`src/rtl/lvwd_pkg.sv`:
```
package lvwd_pkg;

    // Code and dictionary geometry
    localparam int CODE_W      = 11;
    localparam int TABLE_DEPTH = 2048;
    localparam int STACK_DEPTH = 2048;
    localparam int CHUNK_BYTES = 32;

    localparam logic [3:0]        START_WIDTH       = 4'd9;
    localparam logic [3:0]        MAX_WIDTH         = 4'd11;
    localparam logic [CODE_W-1:0] CLEAR_CODE        = 11'h100;
    localparam logic [CODE_W-1:0] END_CODE          = 11'h101;
    localparam logic [11:0]       FIRST_AFTER_CLEAR = 12'd258;
    localparam logic [11:0]       FIRST_AT_START    = 12'd257;
    localparam logic [11:0]       NEXT_MAX          = 12'd4095;
    localparam logic [5:0]        CHUNK_FULL        = 6'd32;
    localparam logic [6:0]        MAX_RESULTS       = 7'd64;

    typedef enum logic [1:0] {
        PH_PRIME,
        PH_LITERAL,
        PH_DECODE,
        PH_STOPPED
    } phase_t;

    typedef enum logic [1:0] {
        ST_DECODING,
        ST_END,
        ST_LENGTH,
        ST_INVALID
    } status_t;

    typedef enum logic [2:0] {
        S_IDLE,
        S_EXTRACT,
        S_DISPATCH,
        S_WALK,
        S_POP_WAIT,
        S_POP,
        S_UPDATE,
        S_FLUSH
    } ctl_state_t;

    // Controller to datapath
    typedef struct packed {
        logic    accept;
        logic    take_code;
        logic    prime;
        logic    literal;
        logic    clear;
        logic    stop;
        status_t stop_code;
        logic    start_walk;
        logic    kwkwk;
        logic    walk_push;
        logic    walk_root;
        logic    pop;
        logic    update;
        logic    emit_final;
    } lvwd_cmd_t;

    // Datapath to controller
    typedef struct packed {
        phase_t phase;
        logic   code_avail;
        logic   len_reached;
        logic   code_is_end;
        logic   code_is_clear;
        logic   code_gt_nf;
        logic   code_eq_nf;
        logic   walk_gt_root;
        logic   sp_full;
        logic   sp_zero;
        logic   chunk_full;
        logic   out_free;
        logic   need_final;
    } lvwd_stat_t;

endpackage

```
`src/rtl/lvwd_ctrl.sv`:
```
module lvwd_ctrl
    import lvwd_pkg::*;
(
    input  logic       clk,
    input  logic       rst_n,
    input  logic       s_tvalid,
    output logic       s_tready,
    input  lvwd_stat_t stat,
    output lvwd_cmd_t  cmd
);

    ctl_state_t state_reg;
    ctl_state_t state_next;

    // State register
    always_ff @(posedge clk or negedge rst_n)
    begin
        if (!rst_n)
        begin
            state_reg <= S_IDLE;
        end
        else
        begin
            state_reg <= state_next;
        end
    end

    // Next state and commands
    always_comb
    begin
        state_next = state_reg;
        cmd        = '0;
        s_tready   = 1'b0;
        case (state_reg)
            S_IDLE:
            begin
                s_tready = 1'b1;
                if (s_tvalid)
                begin
                    cmd.accept = 1'b1;
                    state_next = S_EXTRACT;
                end
            end
            S_EXTRACT:
            begin
                if (stat.phase == PH_STOPPED || !stat.code_avail)
                begin
                    state_next = S_FLUSH;
                end
                else
                begin
                    cmd.take_code = 1'b1;
                    state_next    = S_DISPATCH;
                end
            end
            S_DISPATCH:
            begin
                state_next = S_EXTRACT;
                case (stat.phase)
                    PH_PRIME:
                    begin
                        cmd.prime = 1'b1;
                    end
                    PH_LITERAL:
                    begin
                        if (stat.len_reached)
                        begin
                            cmd.stop      = 1'b1;
                            cmd.stop_code = ST_LENGTH;
                        end
                        else if (stat.chunk_full && !stat.out_free)
                        begin
                            state_next = S_DISPATCH;
                        end
                        else
                        begin
                            cmd.literal = 1'b1;
                        end
                    end
                    PH_DECODE:
                    begin
                        if (stat.len_reached)
                        begin
                            cmd.stop      = 1'b1;
                            cmd.stop_code = ST_LENGTH;
                        end
                        else if (stat.code_is_end)
                        begin
                            cmd.stop      = 1'b1;
                            cmd.stop_code = ST_END;
                        end
                        else if (stat.code_is_clear)
                        begin
                            cmd.clear = 1'b1;
                        end
                        else if (stat.code_gt_nf)
                        begin
                            cmd.stop      = 1'b1;
                            cmd.stop_code = ST_INVALID;
                        end
                        else
                        begin
                            cmd.start_walk = 1'b1;
                            cmd.kwkwk      = stat.code_eq_nf;
                            state_next     = S_WALK;
                        end
                    end
                    default:
                    begin
                        state_next = S_EXTRACT;
                    end
                endcase
            end
            S_WALK:
            begin
                // One dictionary entry per cycle, guard the stack limit
                if (stat.sp_full)
                begin
                    cmd.stop      = 1'b1;
                    cmd.stop_code = ST_INVALID;
                    state_next    = S_EXTRACT;
                end
                else if (stat.walk_gt_root)
                begin
                    cmd.walk_push = 1'b1;
                end
                else
                begin
                    cmd.walk_root = 1'b1;
                    state_next    = S_POP_WAIT;
                end
            end
            S_POP_WAIT:
            begin
                state_next = S_POP;
            end
            S_POP:
            begin
                if (stat.sp_zero || stat.len_reached)
                begin
                    state_next = S_UPDATE;
                end
                else if (!(stat.chunk_full && !stat.out_free))
                begin
                    cmd.pop = 1'b1;
                end
            end
            S_UPDATE:
            begin
                cmd.update = 1'b1;
                if (stat.len_reached)
                begin
                    cmd.stop      = 1'b1;
                    cmd.stop_code = ST_LENGTH;
                end
                state_next = S_EXTRACT;
            end
            S_FLUSH:
            begin
                if (!stat.need_final)
                begin
                    state_next = S_IDLE;
                end
                else if (stat.out_free)
                begin
                    cmd.emit_final = 1'b1;
                    state_next     = S_IDLE;
                end
            end
            default:
            begin
                state_next = S_IDLE;
            end
        endcase
    end

endmodule

```
`config.mk`:
```
export PLATFORM = sky130hd
export DESIGN_NAME = lvwd_ctrl
export DESIGN_NICKNAME = d
export VERILOG_FILES = /design/src/rtl/lvwd_pkg.sv /design/src/rtl/lvwd_ctrl.sv
export SDC_FILE = /design/constraint.sdc
export NUM_CORES = 1
export LEC_CHECK = 0
export BUFFER_PORTS_ARGS = -buffer_cell sky130_fd_sc_hd__buf_2
export CAP_MARGIN = 10
export CORE_UTILIZATION = 41
export CTS_CLUSTER_SIZE = 14
export DETAILED_ROUTE_END_ITERATION = 10
export HOLD_SLACK_MARGIN = 0.12
export MAX_ROUTING_LAYER = met4
export PLACE_DENSITY_LB_ADDON = 0.1
export SETUP_SLACK_MARGIN = 0.05
export SLEW_MARGIN = 20
export SYNTH_ARGS = -nofsm -noshare
export SYNTH_HDL_FRONTEND = slang
export SYNTH_SLANG_ARGS = --single-unit
```
`constraint.sdc`:
```
create_clock -name clk -period 2.05 [get_ports clk]
set_clock_uncertainty 0.15 [all_clocks]
set_input_delay 0.41 -clock clk [delete_from_list [all_inputs] [get_ports clk]]
set_output_delay 0.41 -clock clk [all_outputs]
set_load 0.02 [all_outputs]
```
**Word-level counts from Yosys, hierarchy flattened**

Cells that the tools add are included.

- Equality and inequality tests: 14
- Multiplexer cells: 52
- Reduce and logical (&&, ||, !) cells: 8

Operator list:

| operator | number |
|---|---|
| 3-bit two-way mux | 14 |
| 2-bit two-way mux | 12 |
| 3-bit one-hot mux with 8 select lines | 1 |
| 1-bit two-way mux | 21 |
| 3-bit == test, second input constant | 4 |
| 3-bit one-hot mux with 2 select lines | 2 |
| 3-bit one-hot mux with 3 select lines | 1 |
| 3-bit by 2-bit == test with 1-bit output, second input constant | 2 |
| 3-bit != test, second input constant | 2 |
| 5-bit two-way mux | 1 |
| 2-bit == test, second input constant | 2 |
| 2-bit != test, second input constant | 2 |
| 4-bit AND reduction | 1 |
| 3-bit by 1-bit == test with 1-bit output, second input constant | 1 |
| 3-bit logical NOT | 1 |
| 2-bit by 1-bit == test with 1-bit output, second input constant | 1 |
| 1-bit logical NOT | 2 |
| 2-bit logical NOT | 1 |
| 1-bit logical OR | 2 |
| 1-bit logical AND | 1 |

- Register bits after elaboration: 3
- Input port bits: 17
- Output and inout bits: 16
- Word-level logic and storage cells: 75

**Logic depth before layout (Yosys ltp)**

Gate-level depths: netlist of the first run.

- Word-level depth: 6
- Mapped depth: 6
- Gate-level depth less buffers: 6

**Worst setup path before layout of the first run**

No wires, ideal clock.

- Kind: input to output
- Start: input port stat[12] (netlist name)
- End: output port cmd[8] (netlist name)
- Arrival: 1.498 ns
- Required time: 1.490 ns
- Path slack: -0.008 ns
- Cell stages on the path: 4
- Buffers on the path: 0
- Cells stage by stage: inv_1 -> ha_1 -> nand4bb_4 -> o31ai_1

RTL lines:

| what | RTL line | RTL |
|---|---|---|
| from (decl) | lvwd_ctrl.sv:8 | `input lvwd_stat_t stat,` |
| to (decl) | lvwd_ctrl.sv:9 | `output lvwd_cmd_t cmd` |

==> results of run 1 <==
power groups by stage:
stage / registers [mW] / logic, mW / clock network, mW
CTS: 0.129 / 0.544 / 0.106
global placement: 0.125 / 0.526 / 0
detailed placement: 0.126 / 0.531 / 0
floorplan: 0.115 / 0.393 / 0
global route: 0.131 / 0.686 / 0.114
finish: 0.124 / 0.632 / 0.105
worst max path at each step:
stage	from	endpoint	cells after the start
4_1_cts	stat[12]	cmd[10]	6
3_5_place_dp	stat[13]	cmd[8]	6
6_report	state_reg[2]	cmd[11]	4
5_1_grt	state_reg[2]	cmd[3]	4
3_3_place_gp	stat[13]	cmd[8]	6
2_1_floorplan	stat[12]	cmd[9]	4
stage by stage:
| step | util [%] | power (mW) | worst slack (ns) | hold WS [ns] | std cells |
|---|---|---|---|---|---|
| after floorplan | - | 0.508 | 0.0726 | -0.0356 | 76 |
| after global placement | 65.0 | 0.651 | 0.0274 | 0.0552 | 124 |
| after detailed placement | 65.0 | 0.657 | 0.0124 | 0.0571 | 124 |
| after CTS | 70.0 | 0.779 | 0.0516 | 0.353 | 129 |
| after global routing | 75.8 | 0.930 | 0.000276 | 0.357 | 133 |
| final | 75.8 | 0.861 | 0.0561 | 0.351 | 133 |
cells in the final DEF (no fill, tap or decap), types with 2 or more instances in the layout:
| cell type | netlist | routed |
|---|---|---|
| sky130_fd_sc_hd__a21oi_1 | 3 | 3 |
| sky130_fd_sc_hd__and2_1 | 2 | 2 |
| sky130_fd_sc_hd__and3_1 | 2 | 2 |
| sky130_fd_sc_hd__buf_2 | 2 | 30 |
| sky130_fd_sc_hd__buf_4 | 1 | 11 |
| sky130_fd_sc_hd__clkbuf_4 | 0 | 3 |
| sky130_fd_sc_hd__dfrtp_1 | 3 | 2 |
| sky130_fd_sc_hd__ha_4 | 0 | 3 |
| sky130_fd_sc_hd__inv_1 | 7 | 5 |
| sky130_fd_sc_hd__inv_2 | 0 | 2 |
| sky130_fd_sc_hd__nand2_1 | 4 | 4 |
| sky130_fd_sc_hd__nand2b_1 | 5 | 4 |
| sky130_fd_sc_hd__nor2_1 | 11 | 10 |
| sky130_fd_sc_hd__nor3_1 | 5 | 4 |
| sky130_fd_sc_hd__o21ai_0 | 4 | 3 |
| sky130_fd_sc_hd__o21ai_1 | 2 | 3 |
cell families after synthesis:
logic type	Yosys count	synth area share (%)
flip-flops	3	14.0
AO/OA/AOI/OAI	20	24.7
buffers and inverters	10	8.14
AND/OR/NAND/NOR	39	44.0
adder cells (fa/ha/maj)	4	9.30
metal layers:
metal | track usage [%] | part of all wire (%) | vias up | wire length, microns
met4 | 6.25 | 1.1 | 0 | 18
met5 | - | 0 | - | 0
li1 | - | - | 360 | -
met1 | 31.4 | 42 | 320 | 724
met2 | 40.3 | 48 | 47 | 818
met3 | 3.49 | 8.8 | 4 | 151
what timing repair did:
action	in CTS	in global routing
pin swaps	0	3
endpoints found under the hold margin	3	0
gates resized for setup	5	10
hold buffers	1	0
buffers inserted	0	4
setup endpoints to repair	4	8
worst max-delay path, cell delays in order, from the launching register on:
cell,delay (ns)
sky130_fd_sc_hd__dfrtp_1,0.36
sky130_fd_sc_hd__buf_4,0.17
sky130_fd_sc_hd__nand2b_1,0.22
sky130_fd_sc_hd__nor3_1,0.24
sky130_fd_sc_hd__buf_2,0.20
layout make-up:
| cell class | instances | area, sq um |
|---|---|---|
| Clock buffer | 4 | 26.3 |
| Timing Repair Buffer | 42 | 243 |
| Sequential cell | 3 | 76.3 |
| Inverter | 7 | 26.3 |
| Multi-Input combinational cell | 63 | 487 |
| Fill cell | 94 | 280 |
| Tap cell | 14 | 17.5 |
==> out/qor.log, run 1 <==
INFO  setup_path     crit_arrival=1.43ns
INFO  pwr            seq_power_share=14.4%
INFO  setup_path     crit_path_max_fanout=11
INFO  global_routing grt_usage=24.5%
INFO  clock_network  sinks_on_the_clock_net=3
INFO  yosys          synthesis.instances=76
INFO  finish         design.final.nets=141
INFO  sta            grt_setup_unrepaired=yes
INFO  clock_network  cts_tree=yes
INFO  floorplan      num_io_pins=33
INFO  floorplan      initial_cell_density_of_the_core=46.5%
INFO  global_routing grt_pass1_wl=2.47mm
INFO  yosys          synth_top_cell_by_area=sky130_fd_sc_hd__dfrtp_1
INFO  floorplan      dieArea=1460squm
INFO  clock_network  clk_latency=0.24ns
INFO  global_routing number_of_antenna_violations_at_the_first_check_in_global_routing=0
INFO  yosys          synth_cell_type_count=35
INFO  detailed_routing detail_route.first_pass.iterations=4
INFO  pwr            power.clock.fraction=12.2%
INFO  floorplan      floorplan.rows=12
INFO  yosys          postSynth.asyncResetShare=100%
INFO  hold_path      hold_class=in2async
INFO  yosys          synthesis.area_per_instance=7.08squm
INFO  detailed_routing drt_iter0_drc=30
INFO  setup_path     regToRegEndpoint=state_reg[0]
INFO  clock_network  ctsHtreeMaxLevel=1
INFO  sta            timing.max_slew.rel_slack=77.6%
INFO  pwr            comb_power_share=73.4%
INFO  yosys          synth_seq_cells=3
INFO  run_status     outcome=finished, final reports clean
INFO  global_routing maximum_number_of_pins_on_one_net_before_global_route_repair=12
INFO  setup_path     timing.critical_path.from_type=flip-flop
INFO  sta            hold_violations=0
INFO  yosys          ys.flop_type=sky130_fd_sc_hd__dfrtp_1
INFO  yosys          synth_edf_count=0
INFO  sta            final_period_minus_worst_setup_slack=1.99ns
INFO  clock_network  clock_tree.buffer_depth=2
INFO  setup_path     ff2ff_setup_slack=0.26ns
INFO  setup_path     timing.critical_path.to_type=output pin
INFO  sta            tns_setup=0ns
INFO  clock_network  cts-root-buf=sky130_fd_sc_hd__clkbuf_4
INFO  pwr            power_leakage=0.449nW
INFO  floorplan      core_area=1160squm
INFO  yosys          synth.cell_area=538squm
INFO  yosys          top_cells_by_area_synth=sky130_fd_sc_hd__dfrtp_1 14%, sky130_fd_sc_hd__ha_1 9.3%, sky130_fd_sc_hd__nor2_1 7.7%, sky130_fd_sc_hd__nand2b_1 5.8%, sky130_fd_sc_hd__nand4bb_4 5.1%
INFO  sta            max_clock_freq=502MHz
INFO  detailed_routing drc=0
INFO  pwr            internal_power=0.449mW
INFO  global_routing grt_pass1_vias=594
INFO  sta            worst_pin_slew=0.333ns
INFO  finish         area_growth_synth_to_finish=62.8%
INFO  clock_network  cts.reportedPaths.clkPinSlew=0.04ns
INFO  finish         design_area=876squm
INFO  finish         drive_above_1_share=49.6%
INFO  global_routing grt.overflow.total=0
INFO  detailed_routing wl_cell=12.9microns
INFO  placement      placement.cell_area=752squm
INFO  detailed_routing routed_wirelength=1.71mm
INFO  yosys          fraction_of_post_synthesis_cell_area_in_the_top_cell_type_by_area=14.0%
INFO  yosys          netlist_top_cells_count=11 x sky130_fd_sc_hd__nor2_1, 7 x sky130_fd_sc_hd__inv_1, 5 x sky130_fd_sc_hd__nand2b_1, 5 x sky130_fd_sc_hd__nor3_1
INFO  finish         largest_reg_flops=3
INFO  floorplan      fp.dieW=38.2microns
INFO  setup_path     classification_of_the_worst_setup_path=reg2out
INFO  setup_path     critPathRequiredTime=1.49ns
INFO  setup_path     timing.reg2reg.worst_path_depth=5
INFO  sta            min_period_over_period=97.3%
INFO  pwr            power.density_cell_area=983nW/um^2
INFO  yosys          yosys_warnings=0
INFO  detailed_routing detail-route-antenna-nets=0
INFO  placement      place.detailed.hpwl=1.20mm
INFO  clock_network  cts_buffers=3
INFO  job            max_capacitance_violation_count=0
INFO  pwr            power.switching=0.412mW
INFO  placement      routabilityCongestion=0.888
INFO  setup_path     critical_r2r_launch=state_reg[2]
INFO  sta            finalSetupViolations=0
INFO  detailed_routing viasPerCell=5.50
INFO  sta            slew_viol_final=0
INFO  yosys          postSynthNetCount=97
INFO  placement      io_buffers=32
INFO  pwr            sw_frac_of_total=47.9%
INFO  yosys          synth_most_common_cell=sky130_fd_sc_hd__nor2_1
INFO  finish         n_antenna_cell=0
INFO  yosys          yosysSeqAreaShare=14.0%
INFO  pwr            peakVddDrop=825uV
INFO  floorplan      vert_die_dim=38.2microns
INFO  detailed_routing routed-via-count=731
Note: power is estimated with default switching activity, not from simulation.
==> inputs of run 2 (changes only) <==
Settings changed: REMOVE_ABC_BUFFERS set to 1.
==> out/qor.log, run 2 (synthesized netlist as in run 1, its figures left out) <==
INFO  run_status     outcome=finished, final reports clean
INFO  pwr            peakVddDrop=853uV [+3.4%]
INFO  clock_network  clk_latency=0.23ns [about the same]
INFO  finish         filler_cell_count=95 [+1.1%]
INFO  clock_network  clock_tree.buffer_depth=2 [unchanged]
INFO  global_routing number_of_antenna_violations_at_the_first_check_in_global_routing=0 [unchanged]
INFO  detailed_routing detail-route-antenna-nets=0 [unchanged]
INFO  sta            final_period_minus_worst_setup_slack=1.96ns [-0.0312 ns]
INFO  finish         n_antenna_cell=0 [unchanged]
INFO  sta            tightest_hold_margin=0.354ns [+0.00295 ns]
INFO  finish         largest_reg_flops=3 [unchanged]
INFO  global_routing grt_usage=23.4% [-1.1 points]
INFO  sta            finalSetupViolations=0 [unchanged]
INFO  floorplan      initial_cell_density_of_the_core=46.5% [unchanged]
INFO  finish         drive_above_1_share=45.7% [-3.9 points]
INFO  finish         area_growth_synth_to_finish=55.3%
INFO  finish         postLayoutCoreUtil=72.3% [-3.5 points]
INFO  setup_path     timing.critical_path.from_type=flip-flop
INFO  finish         fin_cells=130 [-2.3%]
INFO  setup_path     ordered_cell_list_for_the_critical_path=and2b_1, and4_4, nor3b_2, buf_4
INFO  placement      pre_cts_ws=0.00238ns [-0.0100 ns]
INFO  sta            max_clock_freq=510MHz [+1.6%]
INFO  sta            timing.max_slew.rel_slack=77.2% [-0.44 points]
INFO  global_routing grt_pass1_vias=621 [+4.5%]
INFO  setup_path     worst_path_max_delay_cell=sky130_fd_sc_hd__dfrtp_1
INFO  sta            worst_pin_slew=0.340ns [+0.00651 ns]
INFO  job            max_capacitance_violation_count=0 [unchanged]
INFO  finish         layout.cells.most_common=sky130_fd_sc_hd__buf_2
INFO  hold_path      hold_class=in2async
INFO  pwr            power.density_cell_area=973nW/um^2 [-1.1%]
INFO  global_routing grt_pass1_wl=2.38mm [-3.6%]
INFO  setup_path     cp_slowest_stage_delay=0.38ns [+0.02 ns]
INFO  clock_network  cts-root-buf=sky130_fd_sc_hd__clkbuf_4
INFO  global_routing maximum_number_of_pins_on_one_net_before_global_route_repair=11 [-1]
INFO  setup_path     crit_arrival=1.40ns [-0.03 ns]
INFO  finish         design_area=836squm [-4.6%]
INFO  finish         design.final.nets=138 [-2.1%]
INFO  detailed_routing wl_cell=12.3microns [-4.2%]
INFO  placement      routabilityCongestion=0.888 [unchanged]
INFO  placement      place.detailed.hpwl=1.16mm [-3.1%]
INFO  placement      placement.cell_area=736squm [-2.2%]
INFO  floorplan      dieArea=1460squm [unchanged]
INFO  detailed_routing drt_iter0_drc=19 [-37%]
INFO  sta            hold_violations=0 [unchanged]
INFO  detailed_routing detail_route.first_pass.iterations=4 [unchanged]
INFO  sta            min_period_over_period=95.7% [-1.5 points]
INFO  detailed_routing viasPerCell=5.35 [-2.7%]
INFO  floorplan      num_io_pins=33 [unchanged]
INFO  setup_path     timing.critical_path.to_type=output pin
INFO  placement      placed_cells=124 [unchanged]
INFO  floorplan      floorplan.rows=12 [unchanged]
INFO  clock_network  cts_tree=yes
INFO  clock_network  cts.reportedPaths.clkPinSlew=0.04ns [about the same]
INFO  clock_network  ctsHtreeMaxLevel=1 [unchanged]
INFO  pwr            power_leakage=0.430nW [-4.2%]
INFO  detailed_routing routed_wirelength=1.60mm [-6.4%]
INFO  setup_path     classification_of_the_worst_setup_path=reg2out
INFO  sta            slew_viol_final=0 [unchanged]
INFO  detailed_routing routed-via-count=695 [-4.9%]
INFO  sta            grt_setup_unrepaired=yes
INFO  detailed_routing drc=0 [unchanged]
INFO  clock_network  cts_buffers=3 [unchanged]
INFO  floorplan      vert_die_dim=38.2microns [unchanged]
INFO  global_routing grt.overflow.total=0 [unchanged]
INFO  sta            setup_ws=0.0874ns [+0.0312 ns]
INFO  clock_network  sinks_on_the_clock_net=3 [unchanged]
INFO  placement      io_buffers=32 [unchanged]
INFO  floorplan      core_area=1160squm [unchanged]
INFO  floorplan      fp.dieW=38.2microns [unchanged]
INFO  setup_path     crit_path_max_fanout=4 [-7]
INFO  setup_path     critPathRequiredTime=1.49ns [about the same]
INFO  finish         layout_common_cells=30 x sky130_fd_sc_hd__buf_2, 11 x sky130_fd_sc_hd__nor2_1, 7 x sky130_fd_sc_hd__buf_4
[run 2: cell count changes in the layout (fill, tap and decap cells not counted), sizes merged]
cell,change
buf,-3
[run 2: stage by stage]
step	setup TNS (ns)	total power, mW
detailed placement	0	0.655
global placement	0	0.650
CTS	0	0.779
floorplan	-0.0114	0.461
finish	0	0.813
global route	0	0.868
[run 2: what timing repair did]
| action | 4_1_cts | 5_1_grt |
|---|---|---|
| resized for setup | 5 | 9 |
| pin swaps | 0 | 4 |
| endpoints found under the setup margin | 5 | 9 |
| hold buffers | 1 | 0 |
| hold endpoints to repair | 3 | 0 |
| buffers inserted | 0 | 1 |
| cloned | 0 | 0 |
[run 2: layout make-up]
type / instances / area [sq um] / area share [%]
sequential: 3 / 76.3 / 9.13
multi-input combinational: 63 / 465 / 55.7
tap: 14 / 17.5 / 2.10
timing repair buffer: 39 / 224 / 26.8
clock buffer: 4 / 26.3 / 3.14
inverter: 7 / 26.3 / 3.14
[run 2: worst max-delay path: cells and delay by family (launching register included)]
family / cells / cell delay (ns)
simple gates: 3 / 0.63
flops: 1 / 0.38
buf+inv: 1 / 0.15
[run 2: worst paths after layout]
path                         startpoint      endpoint  slack [ns]  depth (start not counted)
max                        state_reg[2]       cmd[10]        0.09                          4
min                               rst_n  state_reg[2]        0.35                          2
max reg2reg                state_reg[2]  state_reg[0]        0.23                          5
min reg2reg                state_reg[1]  state_reg[2]        0.51                          2
max in group asynchronous         rst_n  state_reg[0]        1.28                          2
min in group clk               s_tvalid  state_reg[0]        0.38                          3
[run 2: power breakdown]
group          switching, mW  leakage [nW]  total, mW  internal [mW]
Sequential            0.0436        0.0349      0.136         0.0927
Clock                 0.0285        0.0150      0.101         0.0728
Combinational          0.321         0.380      0.575          0.254
[run 2: per-layer routing]
metal | routed length, microns | track usage, % | up-vias
met5 | 0 | - | -
li1 | - | - | 350
met2 | 786 | 38.1 | 34
met1 | 721 | 27.9 | 311
met3 | 95 | 7.56 | 0
met4 | 0 | 5.36 | 0
==> inputs of run 3 (changes only) <==
Settings changed: SETUP_SLACK_MARGIN 0.05 to 0.2.
==> out/qor.log, run 3 (synthesized netlist as in run 1, its figures left out) <==
INFO  run_status     outcome=finished, final reports clean
INFO  finish         largest_reg_flops=3 [unchanged]
INFO  global_routing grt_usage=28.2% [+4.8 points]
INFO  floorplan      floorplan.rows=12 [unchanged]
INFO  placement      placement.cell_area=736squm [unchanged]
INFO  setup_path     timing.critical_path.to_type=output pin
INFO  job            max_capacitance_violation_count=0 [unchanged]
INFO  setup_path     classification_of_the_worst_setup_path=in2out
INFO  finish         layout.cells.most_common=sky130_fd_sc_hd__buf_2
INFO  detailed_routing drt_iter0_drc=17 [-2]
INFO  clock_network  clock_tree.buffer_depth=2 [unchanged]
INFO  global_routing number_of_antenna_violations_at_the_first_check_in_global_routing=0 [unchanged]
INFO  setup_path     critPathRequiredTime=1.49ns [about the same]
INFO  setup_path     crit_arrival=1.43ns [+0.03 ns]
INFO  clock_network  cts-root-buf=sky130_fd_sc_hd__clkbuf_4
INFO  clock_network  ctsHtreeMaxLevel=1 [unchanged]
INFO  global_routing maximum_number_of_pins_on_one_net_before_global_route_repair=8 [-3]
INFO  sta            setup_ws=0.0645ns [-0.0229 ns]
INFO  finish         filler_cell_count=44 [-54%]
INFO  finish         n_antenna_cell=0 [unchanged]
INFO  sta            final_period_minus_worst_setup_slack=1.99ns [+0.0229 ns]
INFO  sta            worst_pin_slew=0.343ns [+0.00315 ns]
INFO  setup_path     critical_r2r_launch=state_reg[0]
INFO  sta            hold_violations=0 [unchanged]
INFO  finish         area_growth_synth_to_finish=98.6%
INFO  floorplan      num_io_pins=33 [unchanged]
INFO  setup_path     timing.critical_path.buf_inv=3 [+2]
INFO  setup_path     regToRegEndpoint=state_reg[2]
INFO  setup_path     worst_path_max_delay_cell=sky130_fd_sc_hd__ha_4
INFO  clock_network  clk_latency=0.24ns [about the same]
INFO  finish         layout.area.seq=76.3squm [unchanged]
INFO  detailed_routing viasPerCell=5.90 [+10%]
INFO  floorplan      initial_cell_density_of_the_core=46.5% [unchanged]
INFO  placement      io_buffers=32 [unchanged]
INFO  detailed_routing drc=0 [unchanged]
INFO  detailed_routing wl_cell=17.0microns [+37%]
INFO  detailed_routing routed_wirelength=2.41mm [+50%]
INFO  hold_path      hold_class=in2async
INFO  sta            slew_viol_final=0 [unchanged]
INFO  placement      routabilityCongestion=0.888 [unchanged]
INFO  setup_path     path_common_cell=sky130_fd_sc_hd__buf_2
INFO  placement      place.detailed.hpwl=1.16mm [unchanged]
INFO  finish         design_area=1070squm [+28%]
INFO  placement      pre_cts_ws=0.00238ns [unchanged]
INFO  finish         layout_common_cells=21 x sky130_fd_sc_hd__buf_2, 16 x sky130_fd_sc_hd__buf_4, 13 x sky130_fd_sc_hd__buf_6
INFO  sta            min_period_over_period=96.9% [+1.1 points]
INFO  floorplan      dieArea=1460squm [unchanged]
INFO  finish         drive_above_1_share=57.8% [+12 points]
INFO  finish         design.final.nets=150 [+8.7%]
INFO  detailed_routing detail-route-antenna-nets=0 [unchanged]
INFO  clock_network  sinks_on_the_clock_net=3 [unchanged]
INFO  floorplan      fp.dieW=38.2microns [unchanged]
INFO  global_routing grt_pass1_wl=2.80mm [+18%]
INFO  finish         multi_input_area=536squm [+15%]
INFO  sta            timing.max_slew.rel_slack=77.0% [-0.21 points]
INFO  setup_path     timing.critical_path.max_delay_family=buffers and inverters
INFO  setup_path     crit_path_max_fanout=3 [-1]
INFO  detailed_routing detail_route.first_pass.iterations=4 [unchanged]
INFO  sta            max_clock_freq=504MHz [-1.2%]
INFO  sta            tightest_hold_margin=0.382ns [+0.0280 ns]
INFO  setup_path     cp_slowest_stage_delay=0.27ns [-0.11 ns]
INFO  pwr            power_leakage=0.520nW [+21%]
INFO  global_routing grt_pass1_vias=671 [+8.1%]
INFO  setup_path     ff2ff_setup_slack=0.24ns [about the same]
INFO  floorplan      core_area=1160squm [unchanged]
INFO  pwr            design_power_total=1.14mW [+40%]
INFO  setup_path     timing.critical_path.from_type=input port
INFO  clock_network  cts_tree=yes
INFO  pwr            power.density_cell_area=1070nW/um^2 [+9.9%]
INFO  pwr            peakVddDrop=1090uV [+28%]
INFO  setup_path     timing.reg2reg.worst_path_depth=6 [+1]
INFO  setup_path     ordered_cell_list_for_the_critical_path=buf_2, inv_4, ha_4, nand4bb_4, o31ai_2, buf_2
INFO  global_routing grt.overflow.total=0 [unchanged]
INFO  sta            finalSetupViolations=0 [unchanged]
INFO  floorplan      vert_die_dim=38.2microns [unchanged]
INFO  detailed_routing routed-via-count=838 [+21%]
INFO  clock_network  cts.reportedPaths.clkPinSlew=0.04ns [about the same]
INFO  sta            grt_setup_unrepaired=yes
INFO  clock_network  cts_buffers=3 [unchanged]
## run 3: area by class of cell
class	instances	share of cell area (%)
well taps	14	1.64
flip-flops and latches	3	7.14
repair buffers	51	35.7
multi-input cells	63	50.1
inverters	7	2.93
clock buffers	4	2.46
## run 3: timing repair
action	4_1_cts	5_1_grt
hold endpoints to repair	3	0
endpoints found under the setup margin	11	14
hold buffers	1	0
resized for setup	25	27
gates cloned	0	0
pin swaps	6	8
buffers inserted	8	5
## run 3: worst max path at each step
stage                       from  endpoint  slack [ns]  depth (start not counted)
floorplan               stat[12]    cmd[8]       -0.01                          4
global placement        stat[13]    cmd[8]        0.04                          6
detailed placement      stat[13]    cmd[8]       0.002                          6
CTS                 state_reg[2]    cmd[8]        0.10                          4
global route        state_reg[2]   cmd[10]        0.02                          4
finish                  stat[12]    cmd[8]        0.06                          6
## run 3: per-layer routing
layer  global-route usage (%)  up-vias  share of wire, %
met3                     6.40       16               8.1
met1                     34.9      388                39
met2                     47.0       61                49
met5                        -        -                 0
met4                     5.36        0               3.7
li1                         -      373                 -
## run 3: per-stage QoR
stage | std cells | utilization (%) | setup TNS [ns]
2_1_floorplan | 73 | - | -0.0114
5_1_grt | 142 | 92.4 | 0
6_report | 142 | 92.4 | 0
3_5_place_dp | 124 | 63.6 | 0
3_3_place_gp | 124 | 63.6 | 0
4_1_cts | 137 | 80.4 | 0
## run 3: where the power goes
part / internal [mW] / switching (mW) / leakage [nW]
Combinational: 0.434 / 0.459 / 0.470
Clock: 0.0734 / 0.0372 / 0.0150
Sequential: 0.0926 / 0.0454 / 0.0349
Total: 0.600 / 0.541 / 0.520
